--- src/design/lpws_pkg.sv ---
// Shared types, constants and helpers for the LCD pixel write sequencer.
package lpws_pkg;

    // Field widths
    localparam int COORD_W = 16;
    localparam int BYTE_W  = 8;
    localparam int CFG_IDX_W = 8;

    // Configuration register indexes
    localparam logic [CFG_IDX_W-1:0] CFG_SCREEN_WIDTH  = 8'd0;
    localparam logic [CFG_IDX_W-1:0] CFG_SCREEN_HEIGHT = 8'd1;

    // Reset values
    localparam logic [COORD_W-1:0] RESET_WIDTH  = 16'd320;
    localparam logic [COORD_W-1:0] RESET_HEIGHT = 16'd240;
    localparam logic [COORD_W-1:0] CACHE_EMPTY  = 16'hFFFF;

    // Display controller commands
    localparam logic [BYTE_W-1:0] CMD_COLUMN_SET   = 8'h2A;
    localparam logic [BYTE_W-1:0] CMD_ROW_SET      = 8'h2B;
    localparam logic [BYTE_W-1:0] CMD_MEMORY_WRITE = 8'h2C;

    // Job queue sizing
    localparam int QUEUE_DEPTH = 2;
    localparam int QPTR_W      = (QUEUE_DEPTH > 1) ? $clog2(QUEUE_DEPTH) : 1;
    localparam int QCNT_W      = $clog2(QUEUE_DEPTH + 1);

    // One classified pixel waiting to be sent
    typedef struct packed {
        logic               set_col;
        logic               set_row;
        logic [COORD_W-1:0] column;
        logic [COORD_W-1:0] row;
        logic [COORD_W-1:0] colour;
    } t_job;

    // Byte sequencer steps
    typedef enum logic [3:0] {
        ST_COL_CMD,
        ST_COL_SH,
        ST_COL_SL,
        ST_COL_EH,
        ST_COL_EL,
        ST_ROW_CMD,
        ST_ROW_SH,
        ST_ROW_SL,
        ST_ROW_EH,
        ST_ROW_EL,
        ST_MEM_CMD,
        ST_PIX_H,
        ST_PIX_L
    } t_step;

    // Entry step of a job
    function automatic t_step first_step(input t_job job);
        t_step s;
        if (job.set_col) begin
            s = ST_COL_CMD;
        end else if (job.set_row) begin
            s = ST_ROW_CMD;
        end else begin
            s = ST_MEM_CMD;
        end
        return s;
    endfunction

endpackage

--- src/design/lpws_pixel_if.sv ---
// Pixel input channel.
interface lpws_pixel_if;
    import lpws_pkg::*;
    logic               valid;
    logic               ready;
    logic [COORD_W-1:0] column;
    logic [COORD_W-1:0] row;
    logic [COORD_W-1:0] colour;

    modport source (output valid, output column, output row, output colour, input ready);
    modport sink   (input valid, input column, input row, input colour, output ready);
endinterface

--- src/design/lpws_byte_if.sv ---
// Display byte output channel.
interface lpws_byte_if;
    import lpws_pkg::*;
    logic              valid;
    logic              ready;
    logic [BYTE_W-1:0] out_byte;
    logic              is_data;
    logic              last;

    modport source (output valid, output out_byte, output is_data, output last, input ready);
    modport sink   (input valid, input out_byte, input is_data, input last, output ready);
endinterface

--- src/design/lpws_cfg_if.sv ---
// Configuration write channel.
interface lpws_cfg_if;
    import lpws_pkg::*;
    logic                 valid;
    logic                 ready;
    logic [CFG_IDX_W-1:0] index;
    logic [COORD_W-1:0]   data;

    modport source (output valid, output index, output data, input ready);
    modport sink   (input valid, input index, input data, output ready);
endinterface

--- src/design/lpws_front.sv ---
// Front end: screen size registers, range check and address window cache.
module lpws_front
    import lpws_pkg::*;
(
    input  logic        i_clk,
    input  logic        i_rst_n,
    lpws_pixel_if.sink  i_pixel,
    lpws_cfg_if.sink    i_cfg,
    output logic        o_push_valid,
    input  logic        i_push_ready,
    output t_job        o_push_data
);

    logic [COORD_W-1:0] r_width;
    logic [COORD_W-1:0] r_height;
    logic [COORD_W-1:0] r_cached_column;
    logic [COORD_W-1:0] r_cached_row;

    logic in_fire;
    logic in_range;
    logic col_miss;
    logic row_miss;

    // Take configuration writes at any time
    assign i_cfg.ready = 1'b1;

    always_ff @(posedge i_clk) begin
        if (!i_rst_n) begin
            r_width  <= RESET_WIDTH;
            r_height <= RESET_HEIGHT;
        end else if (i_cfg.valid) begin
            if (i_cfg.index == CFG_SCREEN_WIDTH) begin
                r_width <= i_cfg.data;
            end
            if (i_cfg.index == CFG_SCREEN_HEIGHT) begin
                r_height <= i_cfg.data;
            end
        end
    end

    // Classify the incoming pixel
    assign in_range = (i_pixel.column < r_width) && (i_pixel.row < r_height);
    assign col_miss = i_pixel.column != r_cached_column;
    assign row_miss = i_pixel.row != r_cached_row;

    assign i_pixel.ready = i_push_ready;
    assign in_fire       = i_pixel.valid && i_push_ready;

    assign o_push_valid        = i_pixel.valid && in_range;
    assign o_push_data.set_col = col_miss;
    assign o_push_data.set_row = row_miss;
    assign o_push_data.column  = i_pixel.column;
    assign o_push_data.row     = i_pixel.row;
    assign o_push_data.colour  = i_pixel.colour;

    // Advance the window cache as each in-range pixel is queued
    always_ff @(posedge i_clk) begin
        if (!i_rst_n) begin
            r_cached_column <= CACHE_EMPTY;
            r_cached_row    <= CACHE_EMPTY;
        end else if (in_fire && in_range) begin
            r_cached_column <= i_pixel.column;
            r_cached_row    <= i_pixel.row;
        end
    end

    a_cache_tracks_pixel: assert property (@(posedge i_clk) disable iff (!i_rst_n)
        (in_fire && in_range) |=> (r_cached_column == $past(i_pixel.column)
                                   && r_cached_row == $past(i_pixel.row)))
        else $error("window cache did not follow an accepted pixel");

    a_out_of_range_dropped: assert property (@(posedge i_clk) disable iff (!i_rst_n)
        (in_fire && !in_range) |=> ($stable(r_cached_column) && $stable(r_cached_row)))
        else $error("out-of-range pixel disturbed the window cache");

endmodule

--- src/design/lpws_queue.sv ---
// Short job queue between front end and byte sequencer.
module lpws_queue
    import lpws_pkg::*;
(
    input  logic  i_clk,
    input  logic  i_rst_n,
    input  logic  i_push_valid,
    output logic  o_push_ready,
    input  t_job  i_push_data,
    output logic  o_pop_valid,
    input  logic  i_pop_ready,
    output t_job  o_pop_data
);

    t_job              r_mem [QUEUE_DEPTH];
    logic [QPTR_W-1:0] r_wptr;
    logic [QPTR_W-1:0] r_rptr;
    logic [QCNT_W-1:0] r_count;
    logic [QPTR_W-1:0] n_wptr;
    logic [QPTR_W-1:0] n_rptr;
    logic [QCNT_W-1:0] n_count;

    logic push;
    logic pop;

    assign o_push_ready = r_count != QCNT_W'(QUEUE_DEPTH);
    assign o_pop_valid  = r_count != '0;
    assign o_pop_data   = r_mem[r_rptr];
    assign push         = i_push_valid && o_push_ready;
    assign pop          = o_pop_valid && i_pop_ready;

    // Advance pointers with wrap at the queue depth
    always_comb begin
        n_wptr  = r_wptr;
        n_rptr  = r_rptr;
        n_count = r_count;
        if (push) begin
            n_wptr = (r_wptr == QPTR_W'(QUEUE_DEPTH - 1)) ? '0 : r_wptr + 1'b1;
        end
        if (pop) begin
            n_rptr = (r_rptr == QPTR_W'(QUEUE_DEPTH - 1)) ? '0 : r_rptr + 1'b1;
        end
        if (push && !pop) begin
            n_count = r_count + 1'b1;
        end else if (pop && !push) begin
            n_count = r_count - 1'b1;
        end
    end

    always_ff @(posedge i_clk) begin
        if (!i_rst_n) begin
            r_wptr  <= '0;
            r_rptr  <= '0;
            r_count <= '0;
        end else begin
            r_wptr  <= n_wptr;
            r_rptr  <= n_rptr;
            r_count <= n_count;
        end
    end

    // Store the pushed job
    always_ff @(posedge i_clk) begin
        if (push) begin
            r_mem[r_wptr] <= i_push_data;
        end
    end

    a_count_bounded: assert property (@(posedge i_clk) disable iff (!i_rst_n)
        r_count <= QCNT_W'(QUEUE_DEPTH))
        else $error("job queue overfilled");

endmodule

--- src/design/lpws_back.sv ---
// Back end: steps through one job's command and data bytes into an output register.
module lpws_back
    import lpws_pkg::*;
(
    input  logic         i_clk,
    input  logic         i_rst_n,
    input  logic         i_pop_valid,
    output logic         o_pop_ready,
    input  t_job         i_pop_data,
    lpws_byte_if.source  o_byte
);

    t_job              r_job;
    t_step             r_step;
    logic              r_busy;
    logic              r_out_valid;
    logic [BYTE_W-1:0] r_out_byte;
    logic              r_out_is_data;
    logic              r_out_last;

    t_job              n_job;
    t_step             n_step;
    logic              n_busy;

    t_job              cur_job;
    t_step             cur_step;
    t_step             step_after;
    logic              out_free;
    logic              adv;
    logic [BYTE_W-1:0] emit_byte;
    logic              emit_is_data;
    logic              emit_last;

    // Pick the job in hand, or the queue head when free
    assign out_free    = !r_out_valid || o_byte.ready;
    assign cur_job     = r_busy ? r_job : i_pop_data;
    assign cur_step    = r_busy ? r_step : first_step(i_pop_data);
    assign adv         = out_free && (r_busy || i_pop_valid);
    assign o_pop_ready = out_free && !r_busy;

    // Next step of the sequence
    always_comb begin
        unique case (cur_step)
            ST_COL_CMD: step_after = ST_COL_SH;
            ST_COL_SH:  step_after = ST_COL_SL;
            ST_COL_SL:  step_after = ST_COL_EH;
            ST_COL_EH:  step_after = ST_COL_EL;
            ST_COL_EL:  step_after = cur_job.set_row ? ST_ROW_CMD : ST_MEM_CMD;
            ST_ROW_CMD: step_after = ST_ROW_SH;
            ST_ROW_SH:  step_after = ST_ROW_SL;
            ST_ROW_SL:  step_after = ST_ROW_EH;
            ST_ROW_EH:  step_after = ST_ROW_EL;
            ST_ROW_EL:  step_after = ST_MEM_CMD;
            ST_MEM_CMD: step_after = ST_PIX_H;
            ST_PIX_H:   step_after = ST_PIX_L;
            ST_PIX_L:   step_after = ST_COL_CMD;
            default:    step_after = ST_COL_CMD;
        endcase
    end

    always_comb begin
        n_job  = r_job;
        n_step = r_step;
        n_busy = r_busy;
        if (adv) begin
            n_job  = cur_job;
            n_step = step_after;
            n_busy = cur_step != ST_PIX_L;
        end
    end

    // Byte and flags for the current step
    always_comb begin
        emit_is_data = 1'b1;
        emit_last    = 1'b0;
        unique case (cur_step)
            ST_COL_CMD: begin
                emit_byte    = CMD_COLUMN_SET;
                emit_is_data = 1'b0;
            end
            ST_COL_SH, ST_COL_EH: emit_byte = cur_job.column[15:8];
            ST_COL_SL, ST_COL_EL: emit_byte = cur_job.column[7:0];
            ST_ROW_CMD: begin
                emit_byte    = CMD_ROW_SET;
                emit_is_data = 1'b0;
            end
            ST_ROW_SH, ST_ROW_EH: emit_byte = cur_job.row[15:8];
            ST_ROW_SL, ST_ROW_EL: emit_byte = cur_job.row[7:0];
            ST_MEM_CMD: begin
                emit_byte    = CMD_MEMORY_WRITE;
                emit_is_data = 1'b0;
            end
            ST_PIX_H:   emit_byte = cur_job.colour[15:8];
            ST_PIX_L: begin
                emit_byte = cur_job.colour[7:0];
                emit_last = 1'b1;
            end
            default: begin
                emit_byte    = CMD_MEMORY_WRITE;
                emit_is_data = 1'b0;
            end
        endcase
    end

    // Hold sequencer state
    always_ff @(posedge i_clk) begin
        if (!i_rst_n) begin
            r_step <= ST_COL_CMD;
            r_busy <= 1'b0;
        end else begin
            r_step <= n_step;
            r_busy <= n_busy;
        end
    end

    always_ff @(posedge i_clk) begin
        r_job <= n_job;
    end

    // Load the output register, drop valid once taken
    always_ff @(posedge i_clk) begin
        if (!i_rst_n) begin
            r_out_valid <= 1'b0;
        end else if (out_free) begin
            r_out_valid <= adv;
        end
    end

    always_ff @(posedge i_clk) begin
        if (adv) begin
            r_out_byte    <= emit_byte;
            r_out_is_data <= emit_is_data;
            r_out_last    <= emit_last;
        end
    end

    assign o_byte.valid    = r_out_valid;
    assign o_byte.out_byte = r_out_byte;
    assign o_byte.is_data  = r_out_is_data;
    assign o_byte.last     = r_out_last;

    a_busy_not_at_entry: assert property (@(posedge i_clk) disable iff (!i_rst_n)
        r_busy |-> (r_step != ST_COL_CMD))
        else $error("job in hand parked at its entry step");

    a_last_is_data: assert property (@(posedge i_clk) disable iff (!i_rst_n)
        (r_out_valid && r_out_last) |-> r_out_is_data)
        else $error("final byte flagged as command");

endmodule

--- src/design/lcd_pixel_write_sequencer_unit.sv ---
// Top level of the LCD pixel write sequencer.
//
//  Channel   Dir  Payload                        Handshake
//  i_pixel   in   column, row, colour (16b each)  valid / ready
//  i_cfg     in   index (8b), data (16b)          valid / ready (always ready)
//  o_byte    out  out_byte (8b), is_data, last    valid / ready
//
// A pixel yields 3, 8 or 13 bytes, none when off screen; the byte sequencer sets the rate.
// Pixels are taken back to back while the two-entry job queue has room.
// The first byte of a job is loaded from the queue head into the output register when that register is free.
// Synchronous active-low reset; screen size resets to 320 x 240, window cache to all ones.
// A stall on o_byte holds the sequencer and backs up into the queue and i_pixel.
module lcd_pixel_write_sequencer_unit
    import lpws_pkg::*;
(
    input  logic         i_clk,
    input  logic         i_rst_n,
    lpws_pixel_if.sink   i_pixel,
    lpws_cfg_if.sink     i_cfg,
    lpws_byte_if.source  o_byte
);

    logic push_valid;
    logic push_ready;
    t_job push_data;
    logic pop_valid;
    logic pop_ready;
    t_job pop_data;

    lpws_front u_front (
        .i_clk        (i_clk),
        .i_rst_n      (i_rst_n),
        .i_pixel      (i_pixel),
        .i_cfg        (i_cfg),
        .o_push_valid (push_valid),
        .i_push_ready (push_ready),
        .o_push_data  (push_data)
    );

    lpws_queue u_queue (
        .i_clk        (i_clk),
        .i_rst_n      (i_rst_n),
        .i_push_valid (push_valid),
        .o_push_ready (push_ready),
        .i_push_data  (push_data),
        .o_pop_valid  (pop_valid),
        .i_pop_ready  (pop_ready),
        .o_pop_data   (pop_data)
    );

    lpws_back u_back (
        .i_clk       (i_clk),
        .i_rst_n     (i_rst_n),
        .i_pop_valid (pop_valid),
        .o_pop_ready (pop_ready),
        .i_pop_data  (pop_data),
        .o_byte      (o_byte)
    );

endmodule

--- src/flat_wrapper.sv ---
// flat-port wrapper written by rule: the top's interface ports become plain ports
module lcd_pixel_write_sequencer_unit_flat import lpws_pkg::*;
  (i_clk, i_rst_n, i_pixel_valid, i_pixel_column, i_pixel_row, i_pixel_colour, i_pixel_ready, i_cfg_valid, i_cfg_index, i_cfg_data, i_cfg_ready, o_byte_valid, o_byte_out_byte, o_byte_is_data, o_byte_last, o_byte_ready);
  lpws_pixel_if i_pixel_i ();
  lpws_cfg_if i_cfg_i ();
  lpws_byte_if o_byte_i ();
  input  logic i_clk;
  input  logic i_rst_n;
  input wire logic [$bits(i_pixel_i.valid)-1:0] i_pixel_valid;
  input wire logic [$bits(i_pixel_i.column)-1:0] i_pixel_column;
  input wire logic [$bits(i_pixel_i.row)-1:0] i_pixel_row;
  input wire logic [$bits(i_pixel_i.colour)-1:0] i_pixel_colour;
  output wire logic [$bits(i_pixel_i.ready)-1:0] i_pixel_ready;
  input wire logic [$bits(i_cfg_i.valid)-1:0] i_cfg_valid;
  input wire logic [$bits(i_cfg_i.index)-1:0] i_cfg_index;
  input wire logic [$bits(i_cfg_i.data)-1:0] i_cfg_data;
  output wire logic [$bits(i_cfg_i.ready)-1:0] i_cfg_ready;
  output wire logic [$bits(o_byte_i.valid)-1:0] o_byte_valid;
  output wire logic [$bits(o_byte_i.out_byte)-1:0] o_byte_out_byte;
  output wire logic [$bits(o_byte_i.is_data)-1:0] o_byte_is_data;
  output wire logic [$bits(o_byte_i.last)-1:0] o_byte_last;
  input wire logic [$bits(o_byte_i.ready)-1:0] o_byte_ready;
  assign i_pixel_i.valid = i_pixel_valid;
  assign i_pixel_i.column = i_pixel_column;
  assign i_pixel_i.row = i_pixel_row;
  assign i_pixel_i.colour = i_pixel_colour;
  assign i_pixel_ready = i_pixel_i.ready;
  assign i_cfg_i.valid = i_cfg_valid;
  assign i_cfg_i.index = i_cfg_index;
  assign i_cfg_i.data = i_cfg_data;
  assign i_cfg_ready = i_cfg_i.ready;
  assign o_byte_valid = o_byte_i.valid;
  assign o_byte_out_byte = o_byte_i.out_byte;
  assign o_byte_is_data = o_byte_i.is_data;
  assign o_byte_last = o_byte_i.last;
  assign o_byte_i.ready = o_byte_ready;
  lcd_pixel_write_sequencer_unit u_core (.i_clk(i_clk), .i_rst_n(i_rst_n), .i_pixel(i_pixel_i), .i_cfg(i_cfg_i), .o_byte(o_byte_i));
endmodule
--- config.mk ---
export PLATFORM = sky130hd
export DESIGN_NAME = lcd_pixel_write_sequencer_unit_flat
export DESIGN_NICKNAME = d
export VERILOG_FILES = /design/src/design/lpws_pkg.sv /design/src/design/lpws_pixel_if.sv /design/src/design/lpws_byte_if.sv /design/src/design/lpws_cfg_if.sv /design/src/design/lpws_front.sv /design/src/design/lpws_queue.sv /design/src/design/lpws_back.sv /design/src/design/lcd_pixel_write_sequencer_unit.sv /design/src/flat_wrapper.sv
export SDC_FILE = /design/constraint.sdc
export NUM_CORES = 1
export LEC_CHECK = 0
export BUFFER_PORTS_ARGS = -buffer_cell sky130_fd_sc_hd__buf_2
export CAP_MARGIN = 20
export CORE_MARGIN = 2
export CORE_UTILIZATION = 25
export DETAILED_ROUTE_END_ITERATION = 8
export HOLD_SLACK_MARGIN = 0.05
export PLACE_DENSITY = 0.41
export SLEW_MARGIN = 0
export SYNTH_ARGS = -nofsm -noshare
export SYNTH_HDL_FRONTEND = slang
export SYNTH_SLANG_ARGS = --single-unit
--- constraint.sdc ---
create_clock -name i_clk -period 8.9 [get_ports i_clk]
set_input_delay 1.78 -clock i_clk [delete_from_list [all_inputs] [get_ports i_clk]]
set_output_delay 1.78 -clock i_clk [all_outputs]
set_load 0.05 [all_outputs]
**After elaboration in Yosys (flattened, before gate mapping)**

Memory sizes are Yosys's and may differ from the RTL's. A register that Yosys moved wholly into a read port is not among the register bits.
Index checks and enable logic that the tools add are counted.

- Register bits after elaboration: 133
- Bits in writable memories: 100
- Bits of input ports: 77
- Memories: 1
- Word-level logic and storage cells: 85
- Output and inout port bits: 13

- Muxes and demuxes: 17
- $add $sub $neg: 4
- Reduce and logical (&&, ||, !) cells: 27
- Equality and inequality tests: 17
- $lt $le $gt $ge: 2

Memory list:

| memory | depth | bits a word | read ports | clocked after memory_dff | wr ports | line | text |
|---|---|---|---|---|---|---|---|
| u_core.u_queue.r_mem | 2 | 50 | 1 | 1 | 1 | lpws_queue.sv:15 | `t_job r_mem [QUEUE_DEPTH];` |

Operators with widths:

| kind | count |
|---|---|
| $pmux 8 s8 | 1 |
| $mux 49 | 1 |
| $pmux 4 s12 | 1 |
| $lt 16x16->1 | 2 |
| $ne 16x16->1 | 2 |
| $eq 4x4->1 const B | 5 |
| $eq 4x3->1 const B | 4 |
| $mux 4 | 4 |
| $logic_and 1x1->1 | 10 |
| $reduce_or 10->1 | 1 |
| $eq 4x2->1 const B | 2 |
| $eq 8x1->1 const B | 1 |
| $logic_not 8->1 | 1 |
| $mux 1 | 8 |
| $reduce_or 2->1 | 4 |
| $eq 4x1->1 const B | 1 |
| $logic_not 1->1 | 4 |
| $logic_not 4->1 | 1 |
| $mux 2 | 2 |
| $ne 4x4->1 const B | 1 |
| $reduce_and 2->1 | 2 |
| $reduce_bool 2->1 | 2 |
| $add 1x1->1 const B | 2 |
| $add 2x1->2 const B | 1 |
| other kinds (3) | 4 |

**Logic depth before layout (Yosys ltp)**

Gate-level depths: netlist of the first run.

- Word-level depth: 8
- Gate-level depth with buffers: 12
- Mapped depth without buffers: 11

**Hierarchy**

Synthesis of the first run repeated with hierarchy kept, for this count alone.

- Cell total of the unflattened synthesis: 866
- Area total of the unflattened synthesis: 11320.9 sq um

Modules (own cells, without submodules):

| module | instances | seq. area each (sq um) | area an instance (sq um) | cells an instance |
|---|---|---|---|---|
| lpws_front | 1 | 1281.2 | 4206.5 | 451 |
| lpws_queue | 1 | 3103.0 | 3837.4 | 180 |
| lpws_back | 1 | 1891.8 | 3276.9 | 235 |

**Worst setup path after synthesis of the first run**

No wires, ideal clock.

- Kind: input to register
- Start: input port i_pixel_row[1]
- End: memory u_core.u_queue.r_mem[0][0] (netlist bit) (enable)
- Arrival: 7.623 ns
- Slack: 0.695 ns
- Buffers on the path: 0
- Data required time: 8.318 ns
- Cell stages on the path: 5
- Library setup time: 0.582 ns
- Cell sequence: ha_1 > a2111oi_2 > nor3_1 > o31a_1 > nor4_1

- Cells in the longest elaborated chain, start to end: 6

Ends and longest elaborated chain:

| what | line | text |
|---|---|---|
| from (decl) | flat_wrapper.sv:11 | `input wire logic [$bits(i_pixel_i.row)-1:0] i_pixel_row;` |
| $lt 16x16->1 | lpws_front.sv:42 | `assign in_range = (i_pixel.column < r_width) && (i_pixel.row < r_height);` |
| $logic_and 1x1->1 | lpws_front.sv:42 |  |
| $logic_and 1x1->1 | lpws_front.sv:49 | `assign o_push_valid = i_pixel.valid && in_range;` |
| $logic_and 1x1->1 | lpws_queue.sv:29 | `assign push = i_push_valid && o_push_ready;` |
| $mux 1 | lpws_queue.sv:64 | `if (push) begin` |
| $mux 1 (not written as such) | lpws_queue.sv:65 | `r_mem[r_wptr] <= i_push_data;` |
| to (decl) | lpws_queue.sv:15 |  |

Every way passes these cells.

**Final worst setup path of the first run**

- Start: input port i_pixel_column[15]
- End: memory u_core.u_queue.r_mem[1][3] (netlist bit) (enable)

- Cells in the longest elaborated chain, start to end: 6

Ends and longest elaborated chain:

| what | line | text |
|---|---|---|
| from (decl) | flat_wrapper.sv:10 | `input wire logic [$bits(i_pixel_i.column)-1:0] i_pixel_column;` |
| $lt 16x16->1 | lpws_front.sv:42 |  |
| $logic_and 1x1->1 | lpws_front.sv:42 |  |
| $logic_and 1x1->1 | lpws_front.sv:49 |  |
| $logic_and 1x1->1 | lpws_queue.sv:29 |  |
| $mux 1 | lpws_queue.sv:64 |  |
| $mux 1 (not written as such) | lpws_queue.sv:65 |  |

Every way passes these cells.

==> metrics.cfg, run 1 <==
[power_and_ir_drop]
intPower_mw = 2.38
power.density_mw_per_mm2 = 288
p_leak_nw = 4.34
power.total_mw = 3.55
comb_power_share_pct = 23.1
ir_drop_mv = 0.214
seqPwrFrac_pct = 45.7
power_switching_mw = 1.17
clockPowerShare_pct = 31.2
p_sw_share_pct = 32.9

[worst_setup_path]
cp.depth = 9
path_max_fanout = 50
critPathTopFamily = simple AND/OR/NAND/NOR gates
cp_common_cell = buf_4
arrival_ns = 4.43
setup.worst_path.class = input port to flip-flop
worstPathCellList = buf_2, ha_1, nand4_1, or4_1, o32a_1, and3_1, buf_4, and3_2, buf_4
endpoint_kind = flip-flop
critPathSlowestCell = or4_1
crit_path_max_incr_delay_ns = 0.58
cp.buffers_inverters = 3
crit_required_ns = 9.08
rr_worst_depth = 9
critPathLaunchType = input port

[clock_network]
postCtsResizedCells = 0
clkSinkCount = 234
cts_buffer_depth = 3
h-tree-depth = 1
root_buffer = clkbuf_16
clk_pin_slew_ns = 0.06
cts_buffers = 26
clock_latency_ns = 0.53
cts_tree = yes
ctsHoldBuffers = 0
cts_setup_buffers = 0

[yosys]
synth_area_mm2 = 0.0104
synth_cell_type_count = 68
synthCells = 853
synth_seq_area_share_pct = 60.2
syn-mean-instance-area_um2 = 12.2
synth-edff-count = 159
synthTopCellsByArea = edfxtp_1, dfxtp_1, mux2i_1
ys_warn_count = 0
syn-num-nets = 961
synth_flop_cell = edfxtp_1
synth_largest_area_cell = edfxtp_1
synth_seq_cells = 234
async_flop_share_pct = 0
synth_top_area_share_pct = 45.8

[global_route]
grt_overflow = 0
grt_pass1_wl_mm = 42.6
grt_pass1_vias = 6775
grt_max_degree = 72
grt_antenna_before_repair = 2
grt_use_total_pct = 12.8

[place]
globalplace.congestion = 0.781
dp_hpwl_mm = 18.9
dp_worst_setup_slack_ns = 4.07
portBuffers = 88

[floorplan]
die_x_um = 208
core_area_mm2 = 0.0410
rows = 74
initial_core_util_pct = 25.4
die_y_um = 208
ios = 90
die_area_mm2 = 0.0433

[sta]
fin_ws_ns = 4.65
finalHoldViolations = 0
setup_viol = 0
fmax_ghz = 0.235
drv_slew = 0
finalCriticalPeriod_ns = 4.25
tightestPinTransition_ns = 1.10
fin_tns_setup_ns = 0
fin_crit_sh_pct = 47.8
finalClockSkew_ns = 0.0147
rsz0062_at_grt = no
slew_headroom_pct = 26.0

[run]
drv_cap = 0

[drt]
drtPass1Iterations = 5
via_per_inst = 4.51
routed_wl_mm = 27.9
drt-initial-drc-count = 323
final_antenna_net_count = 0
dr_total_vias = 6710
drcViolationCount = 0
wl_per_cell_um = 18.8

[finish]
final_nets = 1043
drive_above_1_share_pct = 18.3
syn2layout_area_growth_pct = 18.3
n_fill_cell = 4203
n_antenna_cell = 0

[min_path]
min_delay_path_depth = 2
hp-class = flip-flop to flip-flop

[outcome]
status = complete, no violations

[layer usage]
| metal | part of all wire [%] | track usage [%] | vias to the layer above |
|---|---|---|---|
| met3 | 4.1 | 2.07 | 39 |
| met2 | 44 | 20.0 | 138 |
| met4 | 2.0 | 3.05 | 4 |
| met1 | 50 | 18.5 | 3217 |
| met5 | 0.054 | 0 | - |
| li1 | - | - | 3312 |
[power groups by stage]
stage	registers [mW]	clock network [mW]	logic [mW]
6_report	1.63	1.11	0.821
5_1_grt	1.65	1.19	0.911
4_1_cts	1.63	1.14	0.839
3_5_place_dp	1.65	0	0.836
3_3_place_gp	1.65	0	0.835
2_1_floorplan	1.63	0	0.554
[tightest hold or removal path, cell delays in order (launching register included)]
cell and delay [ns]:
dfxtp_1 0.33, mux2i_1 0.07, nand2_1 0.05
[cells by family after synthesis]
logic type / count (synthesis) / share of synthesized area (%)
AOI/OAI and AO/OA: 190 / 13.0
xor gates and xnor gates: 37 / 3.11
adders and majority gates: 31 / 3.72
buffers and inverters: 85 / 3.53
DFF: 234 / 60.2
muxes: 81 / 7.78
other: 1 / 0.0360
and+or+nand+nor: 194 / 8.62
[through the flow]
| stage | cell area [um2] | hold WS, ns | utilization [%] | instances |
|---|---|---|---|---|
| 2_1_floorplan | 10400 | 0.445 | - | 853 |
| 3_3_place_gp | 11400 | 0.465 | 27.8 | 1437 |
| 3_5_place_dp | 11400 | 0.463 | 27.8 | 1437 |
| 4_1_cts | 12300 | 0.479 | 30.0 | 1485 |
| 5_1_grt | 12300 | 0.519 | 30.1 | 1487 |
| 6_report | 12300 | 0.474 | 30.1 | 1487 |
[Yosys cell counts, types with 2 or more instances]
master	instances
edfxtp_1	159
o21a_1	5
or2_2	3
ha_1	31
a211oi_1	2
buf_1	2
nor3_1	4
nor3b_1	3
buf_2	12
a21boi_0	4
nor2b_1	5
a221oi_1	2
a21o_1	3
a211o_2	11
clkbuf_1	28
nor4_1	10
a22oi_1	6
xor2_1	36
a221o_1	4
nand2b_1	4
or3_1	2
inv_1	38
a22o_1	2
buf_6	4
nand2_1	84
and3_1	3
a211o_1	23
nor2_1	49
o31ai_1	2
o211ai_1	3
mux2i_1	81
a21oi_1	19
nand3_1	4
nand4_1	13
a21boi_1	23
a21boi_2	5
dfxtp_1	75
o21ai_0	59
[registers in the layout, indices dropped and copies added (netlist names), named ones only]
| name | count |
|---|---|
| u_core.u_queue.r_mem | 100 |
| u_core.u_back.r_job | 49 |
| u_core.u_front.r_cached_column | 16 |
| u_core.u_front.r_cached_row | 16 |
| u_core.u_front.r_height | 16 |
| u_core.u_front.r_width | 16 |
| u_core.u_back.o_byte.out_byte | 8 |
| u_core.u_back.r_step | 4 |
| u_core.u_queue.r_count | 2 |
| u_core.u_back.o_byte.is_data | 1 |
| u_core.u_back.o_byte.last | 1 |
| u_core.u_back.o_byte.valid | 1 |
| u_core.u_back.r_busy | 1 |
| u_core.u_queue.r_rptr | 1 |
| u_core.u_queue.r_wptr | 1 |
[final cells by class]
cell class              instances  area [um2]  area share, %
flip-flops and latches        234        6280           51.0
multi-input cells             534        3800           30.9
clock buffers                  37         743           6.03
well taps                     532         666           5.40
repair buffers                101         553           4.49
inverters                      38         143           1.16
clock inverters                11         138           1.12
[worst paths after layout]
kind	startpoint	to	slack [ns]
worst max register to register	u_core.u_front.r_width[11]$_SDFFE_PN0P_	u_core.u_queue.r_mem[1][3]$_DFFE_PP_	5.70
worst min register to register	u_core.u_front.r_height[6]$_SDFFE_PN1P_	u_core.u_front.r_height[6]$_SDFFE_PN1P_	0.47
worst min-delay path	u_core.u_front.r_height[6]$_SDFFE_PN1P_	u_core.u_front.r_height[6]$_SDFFE_PN1P_	0.47
worst max-delay path	i_pixel_column[15]	u_core.u_queue.r_mem[1][3]$_DFFE_PP_	4.65
[cell usage in the layout, fill, tap and decap left out, types with 27 or more instances in the layout]
cell       Yosys  layout
nand2_1       84      84
ha_1          31      31
edfxtp_1     159     159
xor2_1        36      36
nor2_1        49      49
dfxtp_1       75      73
clkbuf_16      0      27
mux2i_1       81      81
inv_1         38      36
buf_2         12      88
o21ai_0       59      59
Note: power is estimated with default switching activity, not from simulation.
==> run 2: changes to the inputs <==
Clock period 8.9 ns to 4 ns, I/O delays scaled along.
==> run 2 against run 1 <==
  * Count of clock-buffer cells in the layout grew 3
  * Clock power grew 120%
  * Routed wire length grew 0.79%
  * Register-to-register slack lost 4.6 ns
  * Critical path depth grew 1
  * Worst hold slack lost 0.038 ns
  * Global-route usage grew 0.12 points
  * Critical path type is now flip-flop to flip-flop
  * Critical endpoint is now u_core.u_queue.r_count[1]$_SDFFE_PN0P_
  * Largest cell class unchanged
==> metrics.cfg, run 2 (synthesized netlist as in run 1, its figures left out) <==
[outcome]
status = complete, no violations  ; unchanged

[drt]
drt-initial-drc-count = 402  ; was 323
wl_met2_mm = 12.1  ; was 12.4 mm
wl_met1_mm = 14.4  ; was 13.8 mm
final_antenna_net_count = 0  ; unchanged
highest_layer = met5  ; unchanged
drtPass1Iterations = 4  ; was 5
dr_total_vias = 6754  ; was 6710
routed_wl_mm = 28.1  ; was 27.9 mm
via_per_inst = 4.52  ; was 4.51
wl_per_cell_um = 18.8  ; about the same
wl_met3_mm = 1.04  ; was 1.13 mm
drcViolationCount = 0  ; unchanged

[sta]
finalHoldViolations = 0  ; unchanged
finalClockSkew_ns = 0.0161  ; was 0.0147 ns
fin_tns_setup_ns = 0  ; unchanged
rsz0062_at_grt = no  ; unchanged
tightestPinTransition_ns = 0.921  ; was 1.10 ns
drv_slew = 0  ; unchanged
finalCriticalPeriod_ns = 2.85
fmax_ghz = 0.350
setup_viol = 0  ; unchanged
slew_headroom_pct = 38.4  ; was 26.0%
fin_crit_sh_pct = 71.4

[floorplan]
die_y_um = 208  ; unchanged
core_area_mm2 = 0.0410  ; unchanged
initial_core_util_pct = 25.4  ; unchanged
ios = 90  ; unchanged
die_x_um = 208  ; unchanged
rows = 74  ; unchanged
die_area_mm2 = 0.0433  ; unchanged

[clock_network]
cts_tree = yes  ; unchanged
cts_setup_buffers = 0  ; unchanged
root_buffer = clkbuf_16  ; unchanged
clock_latency_ns = 0.55  ; was 0.53 ns
h-tree-depth = 1  ; unchanged
postCtsResizedCells = 0  ; unchanged
clk_pin_slew_ns = 0.06  ; about the same
clkSinkCount = 234  ; unchanged
ctsHoldBuffers = 0  ; unchanged
cts_buffer_depth = 3  ; unchanged
cts_buffers = 28  ; was 26

[run]
drv_cap = 0  ; unchanged

[place]
dpl_cell_area_mm2 = 0.0115  ; was 0.0114 mm2
globalplace.congestion = 0.802  ; was 0.781
portBuffers = 88  ; unchanged
dp_hpwl_mm = 19.8  ; was 18.9 mm

[finish]
reg_top3 = u_core.u_queue.r_mem x100, u_core.u_back.r_job x49  ; unchanged
top_register = u_core.u_queue.r_mem  ; unchanged
layout_common_cells = edfxtp_1, buf_2, nand2_1  ; unchanged
layout_commonest_cell = edfxtp_1  ; unchanged
final_nets = 1051  ; was 1043
drive_above_1_share_pct = 18.4  ; was 18.3%
largest_reg_flops = 100  ; unchanged
design_area_mm2 = 0.0124  ; was 0.0123 mm2
syn2layout_area_growth_pct = 19.0  ; was 18.3%

[worst_setup_path]
critPathLaunchType = flip-flop  ; was input port
crit_required_ns = 4.46  ; was 9.08 ns
path_max_fanout = 3  ; was 50
arrival_ns = 3.32  ; was 4.43 ns
endpoint_kind = flip-flop  ; unchanged
setup.worst_path.class = flip-flop to flip-flop  ; was input port to flip-flop

[min_path]
hp-class = input port to flip-flop  ; was flip-flop to flip-flop

[global_route]
grt_pass1_vias = 6870  ; was 6775
grt_pass1_wl_mm = 42.9  ; was 42.6 mm
grt_use_total_pct = 12.9  ; was 12.8%
grt_antenna_before_repair = 2  ; unchanged
grt_overflow = 0  ; unchanged
grt_max_degree = 57  ; was 72

[power_and_ir_drop]
p_leak_nw = 4.37  ; was 4.34 nW
power.density_mw_per_mm2 = 635  ; was 288 mW/mm2
ir_drop_mv = 0.360  ; was 0.214 mV

==> run 2: area by class of cell <==
type | instances | area [um2]
clock inverter | 8 | 77.6
fill | 4235 | 28600
inverter | 38 | 143
sequential | 234 | 6280
antenna | 1 | 2.50
tap | 532 | 666
timing repair buffer | 107 | 621
clock buffer | 40 | 798
multi-input combinational | 534 | 3810
==> run 2: power breakdown <==
group | total [mW] | switching (mW) | internal (mW)
Sequential | 3.61 | 0.354 | 3.26
Clock | 2.44 | 0.997 | 1.44
Combinational | 1.82 | 1.25 | 0.572
==> run 2: worst paths after layout <==
check	start	end	slack [ns]	cells past startpoint
setup / recovery	u_core.u_front.r_width[11]$_SDFFE_PN0P_	u_core.u_queue.r_count[1]$_SDFFE_PN0P_	1.15	10
hold reg to reg	u_core.u_front.r_height[6]$_SDFFE_PN1P_	u_core.u_front.r_height[6]$_SDFFE_PN1P_	0.48	2
hold / removal	i_pixel_colour[0]	u_core.u_queue.r_mem[0][0]$_DFFE_PP_	0.44	1
setup reg to reg	u_core.u_front.r_width[11]$_SDFFE_PN0P_	u_core.u_queue.r_count[1]$_SDFFE_PN0P_	1.15	10
==> run 2: per-stage QoR <==
stage	util, %	setup WS [ns]	hold slack, ns	power (mW)	instances
6_report	30.2	1.15	0.436	7.87	1494
5_1_grt	30.2	0.957	0.415	8.30	1493
4_1_cts	30.2	1.13	0.406	8.00	1493
3_5_place_dp	28.1	0.640	0.469	5.51	1445
3_3_place_gp	28.1	0.635	0.468	5.51	1445
2_1_floorplan	-	0.0261	0.445	4.86	853
==> run 2: worst max-delay path: stages, from the launching register on <==
cell     delay (ns)
dfxtp_1        0.33
inv_1          0.08
ha_1           0.32
nand4_1        0.19
or4_1          0.57
o31ai_1        0.22
buf_4          0.18
nor3_4         0.04
ha_1           0.34
or3_1          0.35
a21oi_1        0.14
==> run 2: per-layer routing <==
layer | GRT usage (%) | vias to the layer above
met1 | 19.1 | 3244
met5 | 0 | -
met4 | 2.95 | 2
li1 | - | 3327
met2 | 19.4 | 141
met3 | 2.40 | 40
==> run 3: changes to the inputs <==
Settings changed: PLACE_DENSITY 0.41 to 0.42.
Clock period 4 ns to 2.6 ns, I/O delays scaled along.
==> run 3 against run 2 <==
  * The flow now finishes with violations (negative setup slack)
  * Via count grew 4.8%
  * First-iteration DRC count shrank 14%
  * Routed wire length grew 2.8%
  * Fmax grew 8.0%
  * Combinational power grew 73%
  * Clock power grew 43%
  * Power grew 54%
  * Sequential power grew 52%
  * Final area grew 6.0%
  * Critical path type unchanged
  * Largest cell class unchanged
  * Largest power group unchanged
  * Highest routed layer is now met4
==> metrics.cfg, run 3 (synthesized netlist as in run 1, its figures left out) <==
[worst_setup_path]
critPathLaunchType = flip-flop  ; unchanged
arrival_ns = 2.94  ; was 3.32 ns
r2r-start = u_core.u_front.r_width[8]$_SDFFE_PN1P_  ; was u_core.u_front.r_width[11]$_SDFFE_PN0P_
cp-startpoint = u_core.u_front.r_width[8]$_SDFFE_PN1P_  ; was u_core.u_front.r_width[11]$_SDFFE_PN0P_
path_max_fanout = 12  ; was 3
setup.worst_path.class = flip-flop to flip-flop  ; unchanged
endpoint_kind = flip-flop  ; unchanged
crit_required_ns = 2.90  ; was 4.46 ns

[drt]
final_antenna_net_count = 0  ; unchanged
routed_wl_mm = 28.9  ; was 28.1 mm
via_per_inst = 4.52  ; about the same
drt-initial-drc-count = 346  ; was 402
drcViolationCount = 0  ; unchanged
drtPass1Iterations = 5  ; was 4
dr_total_vias = 7080  ; was 6754
wl_per_cell_um = 18.4  ; was 18.8 um

[sta]
fmax_ghz = 0.378  ; was 0.350 GHz
finalClockSkew_ns = 0.0126  ; was 0.0161 ns
hold_ws_ns = 0.158  ; was 0.436 ns
drv_slew = 0  ; unchanged
rsz0062_at_grt = yes  ; was no
fin_ws_ns = -0.0423  ; was 1.15 ns
finalHoldViolations = 0  ; unchanged
finalCriticalPeriod_ns = 2.64  ; was 2.85 ns
slew_headroom_pct = 56.0  ; was 38.4%
tightestPinTransition_ns = 0.653  ; was 0.921 ns
setup_viol = 31  ; was 0
fin_crit_sh_pct = 102  ; was 71.4%
fin_tns_setup_ns = -0.672  ; was 0 ns

[finish]
final_nets = 1124  ; was 1051
drive_above_1_share_pct = 26.4  ; was 18.4%
multiInputGateArea_mm2 = 0.00396  ; was 0.00381 mm2
largest_reg_flops = 100  ; unchanged
layout_commonest_cell = edfxtp_1  ; unchanged
syn2layout_area_growth_pct = 26.1  ; was 19.0%
n_fill_cell = 4162  ; was 4235
layout_common_cells = edfxtp_1, buf_2, nand2_1  ; unchanged
top_register = u_core.u_queue.r_mem  ; unchanged
n_antenna_cell = 0  ; was 1
reg_top3 = u_core.u_queue.r_mem x100, u_core.u_back.r_job x49  ; unchanged
ff_latch_area_mm2 = 0.00629  ; was 0.00628 mm2
instances_no_fill = 1568  ; was 1494

[power_and_ir_drop]
p_leak_nw = 4.74  ; was 4.37 nW
ir_drop_mv = 0.469  ; was 0.360 mV
power.density_mw_per_mm2 = 921  ; was 635 mW/mm2

[floorplan]
core_area_mm2 = 0.0410  ; unchanged
initial_core_util_pct = 25.4  ; unchanged
ios = 90  ; unchanged
die_y_um = 208  ; unchanged
die_x_um = 208  ; unchanged
rows = 74  ; unchanged
die_area_mm2 = 0.0433  ; unchanged

[run]
drv_cap = 0  ; unchanged

[clock_network]
cts_tree = yes  ; unchanged
clk_pin_slew_ns = 0.06  ; about the same
clkSinkCount = 234  ; unchanged
cts_buffer_depth = 3  ; unchanged
h-tree-depth = 1  ; unchanged
ctsHoldBuffers = 0  ; unchanged
root_buffer = clkbuf_16  ; unchanged
cts_buffers = 27  ; was 28
clock_latency_ns = 0.55  ; about the same

[global_route]
grt_max_degree = 41  ; was 57
grt_overflow = 0  ; unchanged
grt_pass1_vias = 7040  ; was 6870
grt_pass1_wl_mm = 43.6  ; was 42.9 mm
grt_use_total_pct = 13.2  ; was 12.9%
grt_antenna_before_repair = 0  ; was 2

[min_path]
hp-start = i_pixel_colour[2]  ; was i_pixel_colour[0]
hp-class = input port to flip-flop  ; unchanged

[place]
dp_hpwl_mm = 20.9  ; was 19.8 mm
dp_worst_setup_slack_ns = -0.398  ; was 0.640 ns
globalplace.congestion = 0.809  ; was 0.802
portBuffers = 88  ; unchanged
dpl.cell_count = 1509  ; was 1445

[outcome]
violations = negative setup slack
status = complete, but fails checks  ; was complete, no violations

-- run 3: cell count changes in the layout (fill, tap and decap cells not counted), moves of 2 or more --
cell      previous run  this run
dfxtp_2              0         4
inv_1               36        33
ha_1                31        24
ha_4                 0         7
buf_4               16        81
and3_4               0         2
clkinv_2             3         7
dfxtp_1             73        69
buf_6                0         2
inv_6                0         2
buf_16               0         2
a21boi_0             4         1
a21boi_1            23        26
buf_12               3         5
-- run 3: per-stage QoR --
stage	power, mW	instance area (um2)	util (%)
after global placement	8.66	12100	29.6
final	12.1	13200	32.1
after CTS	12.3	13100	31.9
after detailed placement	8.68	12100	29.6
after floorplan	7.48	10500	-
after global routing	12.8	13200	32.1
-- run 3: critical path: stages (launching register included) --
cell and delay, ns:
dfxtp_2 0.34, inv_4 0.05, ha_4 0.25, nand4_1 0.16, or4_4 0.60, o32a_1 0.30
and3_4 0.18, and3_4 0.27, clkbuf_16 0.22
-- run 3: final timing paths --
kind	endpoint	slack [ns]	cells past startpoint
max	u_core.u_queue.r_mem[1][31]$_DFFE_PP_	-0.04	8
min	u_core.u_queue.r_mem[1][2]$_DFFE_PP_	0.16	1
max reg2reg	u_core.u_queue.r_mem[1][31]$_DFFE_PP_	-0.04	8
min reg2reg	u_core.u_front.r_height[5]$_SDFFE_PN1P_	0.48	2
-- run 3: cell type report --
cell class	instances	share of cell area (%)
flip-flops and latches	234	47.8
clock inverters	10	0.428
inverters	38	1.13
clock buffers	39	5.66
repair buffers	181	9.82
multi-input cells	534	30.1
well taps	532	5.06
-- run 3: what timing repair did --
action | in CTS | in global routing
endpoints found under the setup margin | 132 | 73
buffers inserted | 7 | 2
resized for setup | 13 | 15
pin swaps | 5 | 7
gates cloned | 2 | 2
-- run 3: power breakdown --
group / total [mW] / leakage, nW / internal [mW] / switching (mW)
combinational: 3.14 / 2.27 / 1.04 / 2.09
clock: 3.50 / 0.400 / 1.98 / 1.51
sequential: 5.48 / 2.07 / 5.00 / 0.476
total: 12.1 / 4.74 / 8.03 / 4.08
-- run 3: layer usage --
layer,global-route usage [%],wire (um),part of all wire (%)
met5,0,0,0
met4,2.98,589,2.0
met3,2.22,1030,3.5
met2,20.8,13000,45
met1,18.8,14300,50
